===== src/rtl/nsfe_pkg.sv =====
// Shared types, constants and lookup functions for the NMEA sentence field extractor.
// Used by the channel interfaces, the parser core, the output stage and the top level.
package nsfe_pkg;

   localparam int PACKET_LEN = 80;

   localparam int CHAR_W  = 8;
   localparam int KIND_W  = 2;
   localparam int DEST_W  = 4;
   localparam int INDEX_W = 7;
   localparam int POS_W   = 7;
   localparam int FIELD_W = 4;

   typedef logic [CHAR_W-1:0]  char_type;
   typedef logic [KIND_W-1:0]  kind_type;
   typedef logic [DEST_W-1:0]  dest_type;
   typedef logic [INDEX_W-1:0] index_type;
   typedef logic [POS_W-1:0]   pos_type;
   typedef logic [FIELD_W-1:0] field_type;

   localparam kind_type KIND_UNKNOWN = 2'd0;
   localparam kind_type KIND_GGA     = 2'd1;
   localparam kind_type KIND_RMC     = 2'd2;

   localparam dest_type DEST_TIME     = 4'd0;
   localparam dest_type DEST_FIX      = 4'd1;
   localparam dest_type DEST_ALTITUDE = 4'd2;
   localparam dest_type DEST_LAT      = 4'd3;
   localparam dest_type DEST_NS       = 4'd4;
   localparam dest_type DEST_LONG     = 4'd5;
   localparam dest_type DEST_EW       = 4'd6;
   localparam dest_type DEST_SPEED    = 4'd7;
   localparam dest_type DEST_HEADING  = 4'd8;
   localparam dest_type DEST_DATE     = 4'd9;
   localparam dest_type NO_DEST       = 4'd15;

   localparam char_type  COMMA       = 8'h2C;
   localparam pos_type   TAG_LAST    = 7'd4;
   localparam pos_type   SKIP_OFFSET = 7'd5;
   localparam pos_type   FIRST_FIELD_OFFSET  = 7'd6;
   localparam pos_type   SECOND_FIELD_OFFSET = 7'd7;
   localparam field_type LAST_FIELD  = 4'd8;
   localparam index_type INDEX_MAX   = 7'h7F;

   typedef struct packed {
      logic      is_kind;
      kind_type  kind;
      dest_type  dest;
      index_type char_index;
      char_type  out_char;
   } result_type;

   function automatic char_type gga_tag_char(input logic [2:0] p);
      char_type c;
      case (p)
         3'd0:    c = 8'h47;  // G
         3'd1:    c = 8'h50;  // P
         3'd2:    c = 8'h47;  // G
         3'd3:    c = 8'h47;  // G
         default: c = 8'h41;  // A
      endcase
      return c;
   endfunction

   function automatic char_type rmc_tag_char(input logic [2:0] p);
      char_type c;
      case (p)
         3'd0:    c = 8'h47;  // G
         3'd1:    c = 8'h50;  // P
         3'd2:    c = 8'h52;  // R
         3'd3:    c = 8'h4D;  // M
         default: c = 8'h43;  // C
      endcase
      return c;
   endfunction

   function automatic dest_type gga_dest(input field_type f);
      dest_type d;
      case (f)
         4'd0:    d = DEST_TIME;
         4'd5:    d = DEST_FIX;
         4'd8:    d = DEST_ALTITUDE;
         default: d = NO_DEST;
      endcase
      return d;
   endfunction

   function automatic dest_type rmc_dest(input field_type f);
      dest_type d;
      case (f)
         4'd2:    d = DEST_LAT;
         4'd3:    d = DEST_NS;
         4'd4:    d = DEST_LONG;
         4'd5:    d = DEST_EW;
         4'd6:    d = DEST_SPEED;
         4'd7:    d = DEST_HEADING;
         4'd8:    d = DEST_DATE;
         default: d = NO_DEST;
      endcase
      return d;
   endfunction

   function automatic kind_type kind_of(input logic gga, input logic rmc);
      kind_type k;
      if (gga) begin
         k = KIND_GGA;
      end else if (rmc) begin
         k = KIND_RMC;
      end else begin
         k = KIND_UNKNOWN;
      end
      return k;
   endfunction

endpackage


===== src/rtl/nsfe_channels.sv =====
// Valid/ready channel interfaces for the character input and the result output.
// Depends on nsfe_pkg for the payload widths.
interface nsfe_req_if;
   import nsfe_pkg::*;

   logic     valid;
   logic     ready;
   char_type ch;
   logic     first;

   modport source (output valid, output ch, output first, input ready);
   modport sink   (input valid, input ch, input first, output ready);
endinterface

interface nsfe_rsp_if;
   import nsfe_pkg::*;

   logic      valid;
   logic      ready;
   logic      is_kind;
   kind_type  kind;
   dest_type  dest;
   index_type char_index;
   char_type  out_char;

   modport source (output valid, output is_kind, output kind, output dest,
                   output char_index, output out_char, input ready);
   modport sink   (input valid, input is_kind, input kind, input dest,
                   input char_index, input out_char, output ready);
endinterface


===== src/rtl/nmea_sentence_field_extractor.sv =====
// Top level of the NMEA GGA/RMC sentence field extractor.
// Depends on nsfe_pkg, the channel interfaces, nsfe_parser and nsfe_out_stage.
//
// Usage:
//   req carries one sentence character per transfer (ch), starting at the talker
//   id without the dollar sign; first marks the first character of a sentence.
//   rsp carries results: a kind report after the fifth character, then the
//   characters of the wanted fields with a destination code and their index.
//   Each character produces zero or one result.
// Timing:
//   One character is accepted every cycle while req.ready is high. A result is
//   registered into the result register, or into the skid entry while rsp is stalled;
//   the state update and field selection are combinational before those registers.
// Reset:
//   After reset the parser is idle and ignores characters until one arrives
//   with first set. No results are pending.
// Stalls:
//   The result register is backed by one skid entry. While rsp is stalled a
//   further character is still taken; req.ready drops only when both entries
//   hold results, and rises again the cycle after rsp takes one.
module nmea_sentence_field_extractor (
   input logic        clock,
   input logic        reset,
   nsfe_req_if.sink   req,
   nsfe_rsp_if.source rsp
);
   import nsfe_pkg::*;

   logic       step;
   logic       res_valid;
   result_type res;
   logic       space;

   assign req.ready = space;
   assign step      = req.valid && space;

   nsfe_parser u_parser (
      .clock     (clock),
      .reset     (reset),
      .step      (step),
      .ch        (req.ch),
      .first     (req.first),
      .res_valid (res_valid),
      .res       (res)
   );

   nsfe_out_stage u_out_stage (
      .clock     (clock),
      .reset     (reset),
      .push      (step && res_valid),
      .push_data (res),
      .space     (space),
      .rsp       (rsp)
   );

endmodule


===== src/rtl/nsfe_parser.sv =====
// Per-character sentence parser: prefix match, field split and field selection.
// Depends on nsfe_pkg; produces at most one result per accepted character.
module nsfe_parser (
   input  logic                 clock,
   input  logic                 reset,
   input  logic                 step,
   input  nsfe_pkg::char_type   ch,
   input  logic                 first,
   output logic                 res_valid,
   output nsfe_pkg::result_type res
);
   import nsfe_pkg::*;

   pos_type   position_ff, position_in;
   logic      match_gga_ff, match_gga_in;
   logic      match_rmc_ff, match_rmc_in;
   field_type field_number_ff, field_number_in;
   index_type index_ff, index_in;
   logic      first_was_comma_ff, first_was_comma_in;
   logic      halted_ff, halted_in;

   pos_type   pos;
   logic      mg, mr, fwc, hlt;
   field_type fn;
   index_type idx;
   dest_type  d;

   always_comb begin
      pos = position_ff;
      mg  = match_gga_ff;
      mr  = match_rmc_ff;
      fn  = field_number_ff;
      idx = index_ff;
      fwc = first_was_comma_ff;
      hlt = halted_ff;
      // A first flag restarts parsing, even in the middle of a sentence.
      if (first) begin
         pos = '0;
         mg  = 1'b1;
         mr  = 1'b1;
         fn  = '0;
         idx = '0;
         fwc = 1'b0;
         hlt = 1'b0;
      end

      position_in        = pos;
      match_gga_in       = mg;
      match_rmc_in       = mr;
      field_number_in    = fn;
      index_in           = idx;
      first_was_comma_in = fwc;
      halted_in          = hlt;
      res_valid          = 1'b0;
      res                = '0;
      d                  = mg ? gga_dest(fn) : rmc_dest(fn);

      if (hlt || (pos >= POS_W'(PACKET_LEN))) begin
         halted_in = 1'b1;
      end else begin
         position_in = pos + 7'd1;
         if (position_in >= POS_W'(PACKET_LEN)) begin
            halted_in = 1'b1;
         end
         if (pos <= TAG_LAST) begin
            if (ch != gga_tag_char(pos[2:0])) begin
               match_gga_in = 1'b0;
            end
            if (ch != rmc_tag_char(pos[2:0])) begin
               match_rmc_in = 1'b0;
            end
            if (pos == TAG_LAST) begin
               if (!match_gga_in && !match_rmc_in) begin
                  halted_in = 1'b1;
               end
               res_valid   = 1'b1;
               res.is_kind = 1'b1;
               res.kind    = kind_of(match_gga_in, match_rmc_in);
            end
         end else if (pos == SKIP_OFFSET) begin
            // The separator after the sentence name is skipped.
         end else if (ch == COMMA) begin
            if (pos == FIRST_FIELD_OFFSET) begin
               first_was_comma_in = 1'b1;
            end
            // Two leading commas mean an empty sentence.
            if ((pos == SECOND_FIELD_OFFSET) && fwc) begin
               halted_in = 1'b1;
            end else if (fn >= LAST_FIELD) begin
               halted_in = 1'b1;
            end else begin
               field_number_in = fn + 4'd1;
               index_in        = '0;
            end
         end else begin
            if (idx != INDEX_MAX) begin
               index_in = idx + 7'd1;
            end
            if (d != NO_DEST) begin
               res_valid      = 1'b1;
               res.is_kind    = 1'b0;
               res.kind       = kind_of(mg, mr);
               res.dest       = d;
               res.char_index = idx;
               res.out_char   = ch;
            end
         end
      end
   end

   always_ff @(posedge clock) begin
      if (reset) begin
         position_ff        <= POS_W'(PACKET_LEN);
         match_gga_ff       <= 1'b0;
         match_rmc_ff       <= 1'b0;
         field_number_ff    <= '0;
         index_ff           <= '0;
         first_was_comma_ff <= 1'b0;
         halted_ff          <= 1'b1;
      end else if (step) begin
         position_ff        <= position_in;
         match_gga_ff       <= match_gga_in;
         match_rmc_ff       <= match_rmc_in;
         field_number_ff    <= field_number_in;
         index_ff           <= index_in;
         first_was_comma_ff <= first_was_comma_in;
         halted_ff          <= halted_in;
      end
   end

endmodule


===== src/rtl/nsfe_out_stage.sv =====
// Result register with a skid entry, so a waiting result does not stop input.
// Depends on nsfe_pkg and the nsfe_rsp_if interface.
module nsfe_out_stage (
   input  logic                 clock,
   input  logic                 reset,
   input  logic                 push,
   input  nsfe_pkg::result_type push_data,
   output logic                 space,
   nsfe_rsp_if.source           rsp
);
   import nsfe_pkg::*;

   logic       main_valid_ff, main_valid_in;
   logic       skid_valid_ff, skid_valid_in;
   result_type main_ff, main_in;
   result_type skid_ff, skid_in;
   logic       pop;

   assign pop   = main_valid_ff && rsp.ready;
   assign space = !skid_valid_ff;

   always_comb begin
      main_valid_in = main_valid_ff;
      skid_valid_in = skid_valid_ff;
      main_in       = main_ff;
      skid_in       = skid_ff;
      if (skid_valid_ff) begin
         // No push can arrive while the skid entry is full.
         if (pop) begin
            main_in       = skid_ff;
            skid_valid_in = 1'b0;
         end
      end else if (!main_valid_ff || pop) begin
         main_valid_in = push;
         main_in       = push_data;
      end else if (push) begin
         skid_valid_in = 1'b1;
         skid_in       = push_data;
      end
   end

   always_ff @(posedge clock) begin
      if (reset) begin
         main_valid_ff <= 1'b0;
         skid_valid_ff <= 1'b0;
      end else begin
         main_valid_ff <= main_valid_in;
         skid_valid_ff <= skid_valid_in;
      end
      main_ff <= main_in;
      skid_ff <= skid_in;
   end

   assign rsp.valid      = main_valid_ff;
   assign rsp.is_kind    = main_ff.is_kind;
   assign rsp.kind       = main_ff.kind;
   assign rsp.dest       = main_ff.dest;
   assign rsp.char_index = main_ff.char_index;
   assign rsp.out_char   = main_ff.out_char;

endmodule


===== src/flat_wrapper.sv =====
// flat-port wrapper written by rule: the top's interface ports become plain ports
module nmea_sentence_field_extractor_flat import nsfe_pkg::*;
  (clock, reset, req_valid, req_ch, req_first, req_ready, rsp_valid, rsp_is_kind, rsp_kind, rsp_dest, rsp_char_index, rsp_out_char, rsp_ready);
  nsfe_req_if req_i ();
  nsfe_rsp_if rsp_i ();
  input logic clock;
  input logic reset;
  input wire logic [$bits(req_i.valid)-1:0] req_valid;
  input wire logic [$bits(req_i.ch)-1:0] req_ch;
  input wire logic [$bits(req_i.first)-1:0] req_first;
  output wire logic [$bits(req_i.ready)-1:0] req_ready;
  output wire logic [$bits(rsp_i.valid)-1:0] rsp_valid;
  output wire logic [$bits(rsp_i.is_kind)-1:0] rsp_is_kind;
  output wire logic [$bits(rsp_i.kind)-1:0] rsp_kind;
  output wire logic [$bits(rsp_i.dest)-1:0] rsp_dest;
  output wire logic [$bits(rsp_i.char_index)-1:0] rsp_char_index;
  output wire logic [$bits(rsp_i.out_char)-1:0] rsp_out_char;
  input wire logic [$bits(rsp_i.ready)-1:0] rsp_ready;
  assign req_i.valid = req_valid;
  assign req_i.ch = req_ch;
  assign req_i.first = req_first;
  assign req_ready = req_i.ready;
  assign rsp_valid = rsp_i.valid;
  assign rsp_is_kind = rsp_i.is_kind;
  assign rsp_kind = rsp_i.kind;
  assign rsp_dest = rsp_i.dest;
  assign rsp_char_index = rsp_i.char_index;
  assign rsp_out_char = rsp_i.out_char;
  assign rsp_i.ready = rsp_ready;
  nmea_sentence_field_extractor u_core (.clock(clock), .reset(reset), .req(req_i), .rsp(rsp_i));
endmodule

===== config.mk =====
export PLATFORM = sky130hd
export DESIGN_NAME = nmea_sentence_field_extractor_flat
export DESIGN_NICKNAME = d
export VERILOG_FILES = /design/src/rtl/nsfe_pkg.sv /design/src/rtl/nsfe_channels.sv /design/src/rtl/nmea_sentence_field_extractor.sv /design/src/rtl/nsfe_parser.sv /design/src/rtl/nsfe_out_stage.sv /design/src/flat_wrapper.sv
export SDC_FILE = /design/constraint.sdc
export NUM_CORES = 1
export LEC_CHECK = 0
export BUFFER_PORTS_ARGS = -buffer_cell sky130_fd_sc_hd__buf_4
export CAP_MARGIN = 20
export CORE_MARGIN = 8
export CORE_UTILIZATION = 40
export DETAILED_ROUTE_END_ITERATION = 16
export GPL_TIMING_DRIVEN = 1
export PLACE_DENSITY_LB_ADDON = 0.05
export SLEW_MARGIN = 25
export SYNTH_ARGS = -nofsm -noshare
export SYNTH_HDL_FRONTEND = slang
export SYNTH_SLANG_ARGS = --single-unit

===== constraint.sdc =====
create_clock -name clock -period 8.7 [get_ports clock]
set_input_delay 1.305 -clock clock [delete_from_list [all_inputs] [get_ports clock]]
set_output_delay 1.305 -clock clock [all_outputs]
set_load 0.05 [all_outputs]

==> metrics.txt, run 1 <==
Multi-input gate area ~0.0019 mm²; CP Launch Type input pin; Setup crit end kind register; Avg Cell Area, Syn 9.251 µm²; Yosys reg bits 68; setup tns final 0 ns; peak supply drop roughly 71 µV; Routed WL 9.443 mm; Storage cell area approximately 0.0018 mm²; Critical Path AT ~4.3 ns; Syn Nets around 440; status finished clean; vias per cell between 5 and 6; Hold Crit Depth 2; WL per Instance around 16 µm; Pwr per Cell Area ~150 mW/mm²; max_cap viols 0; most frequent cells in the layout nand2_1 (52), nor2_1 (45), edfxtp_1 (44); hold_ws 0.4835 ns; Placed Area about 0.0042 mm²; Synthesis Warnings 0; Layout Utilization between 40% and 50%; remaining antenna violation count after routing 0; commonest non-fill, non-tap cell in the layout nand2_1; Final Cycle Share between 40% and 50%; fin nets around 460; fin cells approximately 580; Hold Violations, Final 0; Max Fclk 237.2 MHz; grt total ovfl 0; Die H between 100 and 150 µm; Worst R2R Path Depth 8; fin area ~0.0044 mm²; Hold Crit Class register to register; H-tree depth 3; Slew Viols, Final 0; die area 0.01310 mm²; cts bufs inserted 9; unrepaired setup endpoints after global routing no; Longest Clk Path Bufs 2; critical setup path kind input pin to register; critical-path maximum fanout between 40 and 50; Final Critical Period approximately 4.2 ns; CTS Hold Bufs 0; Detailed Route Iter0 Violations approximately 160; CTS clk-pin slew, worst paths 0.08 ns; CP required 8.75 ns; synth-to-layout area growth 13.07%; antenna cell count 0; Rows 36; Setup-failing EPs final 0; largest net degree at the start of global routing 48; initial core utilization between 40 and 50%; Filler Cell Count 963; Placed Cells 567; GPL Wtd Cong approximately 0.84; routed via count about 3200; later-pin clock latency in the skew report between 0.3 and 0.4 ns; antenna violations before repair 0; post-CTS setup buffers 0; Leakage Power 1.588 nW; actual slew at the worst max-slew pin about 0.94 ns; number of global-route vias before repair 2973; # resized after CTS 0; Post-Synthesis Cells 419; All-Layer GR Usage 14.68%; most common flop cell mapped by yosys edfxtp_1; Post-synth EDFFs 44; Seq/Total Area, Yosys between 40% and 50%; First-pass DRT Iterations 5; root buffer cell clkbuf_8; Sink Count between 60 and 70; Yosys cell types between 60 and 70; global-route wire length before repair 15.37 mm; skew final 0.01095 ns; PortBufs 36; CORE AREA 0.009594 mm²; ys async rst share 0%; fraction of layout instances using a drive strength above 1 between 15 and 20%; Detail Placement HPWL between 6 and 7 mm; CTS tree built; Die X 114.4 µm; Post-route DRC 0; Max transition margin between 30% and 40%; Syn Std Cell Area ~0.0039 mm²; io pins 37
-- layer usage --
metal,up-vias,part of all wire [%],global-route usage [%]
li1,1600,-,-
met2,63,46,22.78
met5,-,0,0
met1,1513,49,20.25
met4,0,0.67,3.461
met3,4,4.4,3.112
-- worst max-delay path: stages --
cell       delay [ns]
buf_4            0.37
inv_1            0.22
nand2_1          0.17
inv_1            0.08
ha_1             0.24
nor2b_1          0.17
a31oi_1          0.19
a2111oi_2        0.10
or3b_4           0.43
o21bai_4         0.77
a31oi_1          0.19
-- cell families (layout without fill, tap and decap cells) --
| group | count (synthesis) | count (layout) | share of synthesized area (%) |
|---|---|---|---|
| AOI/OAI and AO/OA | 116 | 116 | 20.69 |
| xor gates and xnor gates | 8 | 8 | 1.807 |
| adders and majority gates | 6 | 6 | 1.937 |
| buffers and inverters | 46 | 77 | 6.004 |
| DFF | 68 | 68 | 46.48 |
| and+or+nand+nor | 175 | 175 | 23.08 |
-- worst paths after layout --
path	start	end	slack [ns]
setup / recovery	req_first	u_core.u_out_stage.rsp.kind[0]	4.48
hold / removal	u_core.u_parser.first_was_comma_ff	u_core.u_parser.first_was_comma_ff	0.48
setup reg to reg	u_core.u_parser.field_number_ff[0]	u_core.u_out_stage.rsp.kind[0]	5.74
hold reg to reg	u_core.u_parser.first_was_comma_ff	u_core.u_parser.first_was_comma_ff	0.48
-- area by class of cell --
cell class | count | area share [%]
clock inverters | 7 | 1.142
multi-input cells | 305 | 42.56
clock buffers | 9 | 2.826
inverters | 22 | 1.884
well taps | 133 | 3.797
flip-flops and latches | 68 | 41.11
repair buffers | 39 | 6.680
-- synth_stat cells (all sizes together) (2+ instances only) --
cell,n,area [µm²]
a2111oi,2,30.03
a211o,2,17.52
a211oi,4,30.03
a21oi,26,133.9
a221oi,2,17.52
a22oi,2,15.01
a31o,2,17.52
a31oi,5,31.28
and2,2,12.51
buf,12,105.1
clkbuf,12,45.04
dfxtp,24,480.5
edfxtp,44,1321
ha,6,75.07
inv,21,78.83
nand2,52,195.2
nand2b,9,56.30
nand3,8,45.04
nand3b,3,22.52
nand4,8,50.05
nand4b,3,26.28
nand4bb,2,22.52
nor2,46,175.2
nor2b,8,52.55
nor3,14,70.07
nor4,3,18.77
nor4b,3,32.53
nor4bb,3,30.03
o2111ai,3,26.28
o211ai,3,22.52
o21ai,29,145.1
o21ba,2,20.02
o21bai,2,26.28
o31ai,21,157.7
o41ai,2,32.53
or2,2,12.52
or3,3,18.77
or3b,3,28.78
xnor2,4,35.03
xor2,4,35.03
-- state kept, by name, summed over array words and instances, names as in the netlist, 2 cells and up --
signal	count
u_core.u_out_stage.rsp.char_index	7
u_core.u_parser.field_number_ff	4
u_core.u_out_stage.rsp.kind	2
u_core.u_parser.position_ff	7
u_core.u_parser.index_ff	7
u_core.u_out_stage.rsp.dest	4
u_core.u_out_stage.skid_ff	22
u_core.u_out_stage.rsp.out_char	8
-- power by group --
part	switching, mW	internal, mW	total [mW]	leakage, nW
clock network	0.132	0.104	0.236	0.0798
logic	0.0478	0.0227	0.0706	0.801
registers	0.00660	0.348	0.355	0.707
-- through the flow --
step | worst slack [ns] | total power [mW]
global placement | 4.193 | 0.4328
floorplan | 3.607 | 0.4111
global route | 4.164 | 0.6914
CTS | 4.466 | 0.6699
finish | 4.484 | 0.6611
detailed placement | 4.104 | 0.4333
Note: power is estimated with default switching activity, not from simulation.
==> run 2: changes to the inputs <==
ABC_AREA = 1   (was not set)
clock period = 4.38 ns   (was 8.7 ns; I/O delays follow)
==> run 2 against run 1 <==
First-iteration DRC count grew 44%. Register-to-register slack worse by 4.2 ns. Global-route usage decreased by 0.28 points. Critical path type unchanged. Largest cell class is now flip-flops and latches. Largest power group unchanged.
==> metrics.txt, run 2 <==
status finished clean; Hold Crit Class register to register; critical setup path kind input pin to register; top cells by area, synth edfxtp_1 (35%), nand2_1 (13%), dfxtp_1 (13%); synth-to-layout area growth 14.56%; CP Launch Type input pin; CTS Hold Bufs 0; routed via count roughly 3100; max_cap viols 0; cell taking the most area after synthesis edfxtp_1; Syn Nets slightly above 500; fin area 0.004330 mm²; sequential share of power 49.4%; fin nets ~540; Die X 113.2 µm; remaining antenna violation count after routing 0; die area between 0.01 and 0.015 mm²; Die H 113.2 µm; grt total ovfl 0; Pwr per Cell Area 344.3 mW/mm²; Hold Violations, Final 0; Synthesis Warnings 0; Setup crit end kind register; global-route wire length before repair around 15 mm; CTS clk-pin slew, worst paths ~0.080 ns; ys async rst share 0%; First-pass DRT Iterations 4; vias per cell roughly 4.9; io pins 37; Avg Cell Area, Syn 7.746 µm²; most frequent cells in the layout nand2_1 (130), inv_1 (72), edfxtp_1 (44); Yosys reg bits 68; Leakage Power approximately 1.9 nW; Post-synth EDFFs 44; combinational power share roughly a fifth; commonest non-fill, non-tap cell in the layout nand2_1; fraction of layout instances using a drive strength above 1 ~14%; antenna violations before repair 0; antenna cell count 0; Seq/Total Area, Yosys a little under half; Slew Viols, Final 0; later-pin clock latency in the skew report ~0.34 ns; Post-route DRC 0; Sink Count 68; most frequent cells after synthesis nand2_1 (130), inv_1 (72), edfxtp_1 (44); most common flop cell mapped by yosys edfxtp_1; unrepaired setup endpoints after global routing no; largest net degree at the start of global routing 45; CORE AREA around 0.009 mm²; Final Critical Period 3.018 ns; number of global-route vias before repair ~3000; Final Cycle Share slightly below 70%; max reg flops 22; Detail Placement HPWL 6.529 mm; Yosys cell types 35; net switching power approximately 0.48 mW; initial core utilization between 40% and 50%; Post-Synthesis Cells approximately 490; Setup-failing EPs final 0; setup tns final 0 ns; actual slew at the worst max-slew pin about 0.8 ns; top-area cell type share of the netlist area 34.96%; root buffer cell clkbuf_8; WL per Instance around 14 µm; Syn Std Cell Area 0.003780 mm²; Routed WL ~8.8 mm; CTS tree built; Most flops, register u_core.u_out_stage.skid_ff; critical-path maximum fanout 22; peak supply drop 127.3 µV; # resized after CTS 0; Longest Clk Path Bufs 2; Max transition margin approximately 45%; Rows 35; Critical Path AT 2.98 ns; Pint 1.008 mW; All-Layer GR Usage ~14%; Max Fclk around 330 MHz; Placed Area 0.004155 mm²; Clock Power Share between 30% and 40%; PortBufs 36; H-tree depth 3; switching share of power between 30 and 40%; CP required ~4.3 ns; GPL Wtd Cong roughly 0.88; cts bufs inserted 9; Detailed Route Iter0 Violations roughly 230; skew final about 0.015 ns; post-CTS setup buffers 0; count leader, synth nand2_1
[run 2: cell count changes in the layout (fill, tap and decap cells not counted), moves of 7 or more]
cell and delta:
nand2b_1 -9, nor3_1 -7, nor2b_1 -7, inv_1 +51, o31ai_1 -19, o21ai_1 +9, nand3_1 +25, nand2_1 +78
[run 2: worst paths after layout]
kind,endpoint,from,slack (ns),cells after the start
hold / removal,u_core.u_parser.index_ff[0],u_core.u_parser.index_ff[0],0.47,2
setup / recovery,u_core.u_out_stage.skid_ff[10],req_first,1.36,15
hold reg to reg,u_core.u_parser.index_ff[0],u_core.u_parser.index_ff[0],0.47,2
setup reg to reg,u_core.u_out_stage.skid_ff[10],u_core.u_parser.field_number_ff[0],1.53,15
[run 2: stage by stage]
stage | total power [mW] | hold WS (ns) | worst slack [ns] | util (%) | instances
after global placement | 1.047 | 0.4519 | 1.112 | 45.10 | 625
after detailed placement | 1.050 | 0.4582 | 0.9963 | 45.18 | 625
final | 1.491 | 0.4685 | 1.362 | 47.09 | 641
after CTS | 1.516 | 0.4706 | 1.356 | 47.09 | 641
after floorplan | 0.9618 | 0.4393 | 1.410 | - | 488
after global routing | 1.572 | 0.5016 | 1.026 | 47.09 | 641
[run 2: cell type report]
class,instances,area [µm²]
Timing Repair Buffer,38,285.3
Clock inverter,7,51.30
Sequential cell,68,1802
Clock buffer,9,123.9
Tap cell,111,138.9
Inverter,75,284.0
Fill cell,941,4866
Multi-Input combinational cell,333,1645
[run 2: power groups by stage]
stage	registers [mW]	clock network, mW	logic [mW]
final	0.737	0.459	0.296
after global routing	0.741	0.509	0.323
after CTS	0.737	0.480	0.298
after detailed placement	0.752	0	0.298
after global placement	0.751	0	0.297
after floorplan	0.844	0	0.118
[run 2: critical path: stages]
cell	delay, ns
buf_4	0.18
nor2_1	0.24
inv_1	0.12
ha_1	0.24
nand3_1	0.13
nand2_1	0.09
inv_1	0.07
nand2_1	0.06
a21oi_2	0.13
nor2_1	0.05
nand3_1	0.07
nand2_2	0.08
nand2_1	0.12
nand3_1	0.10
inv_1	0.62
[run 2: metal layers]
layer / vias up / GRT usage, % / wire length [µm]
met4: 0 / 5.240 / 58
met2: 52 / 22.30 / 3948
li1: 1680 / - / -
met1: 1383 / 19.44 / 4378
met3: 4 / 2.822 / 418
met5: - / 0 / 0
[run 2: kinds of logic (layout without fill, tap and decap cells)]
logic type	after synthesis	after routing	share of synthesized area, %
compound gates	84	84	12.05
xor+xnor	7	7	1.622
fa+ha+maj	6	6	1.986
buf+inv	87	129	9.103
flops	68	68	47.67
simple gates	236	236	27.57
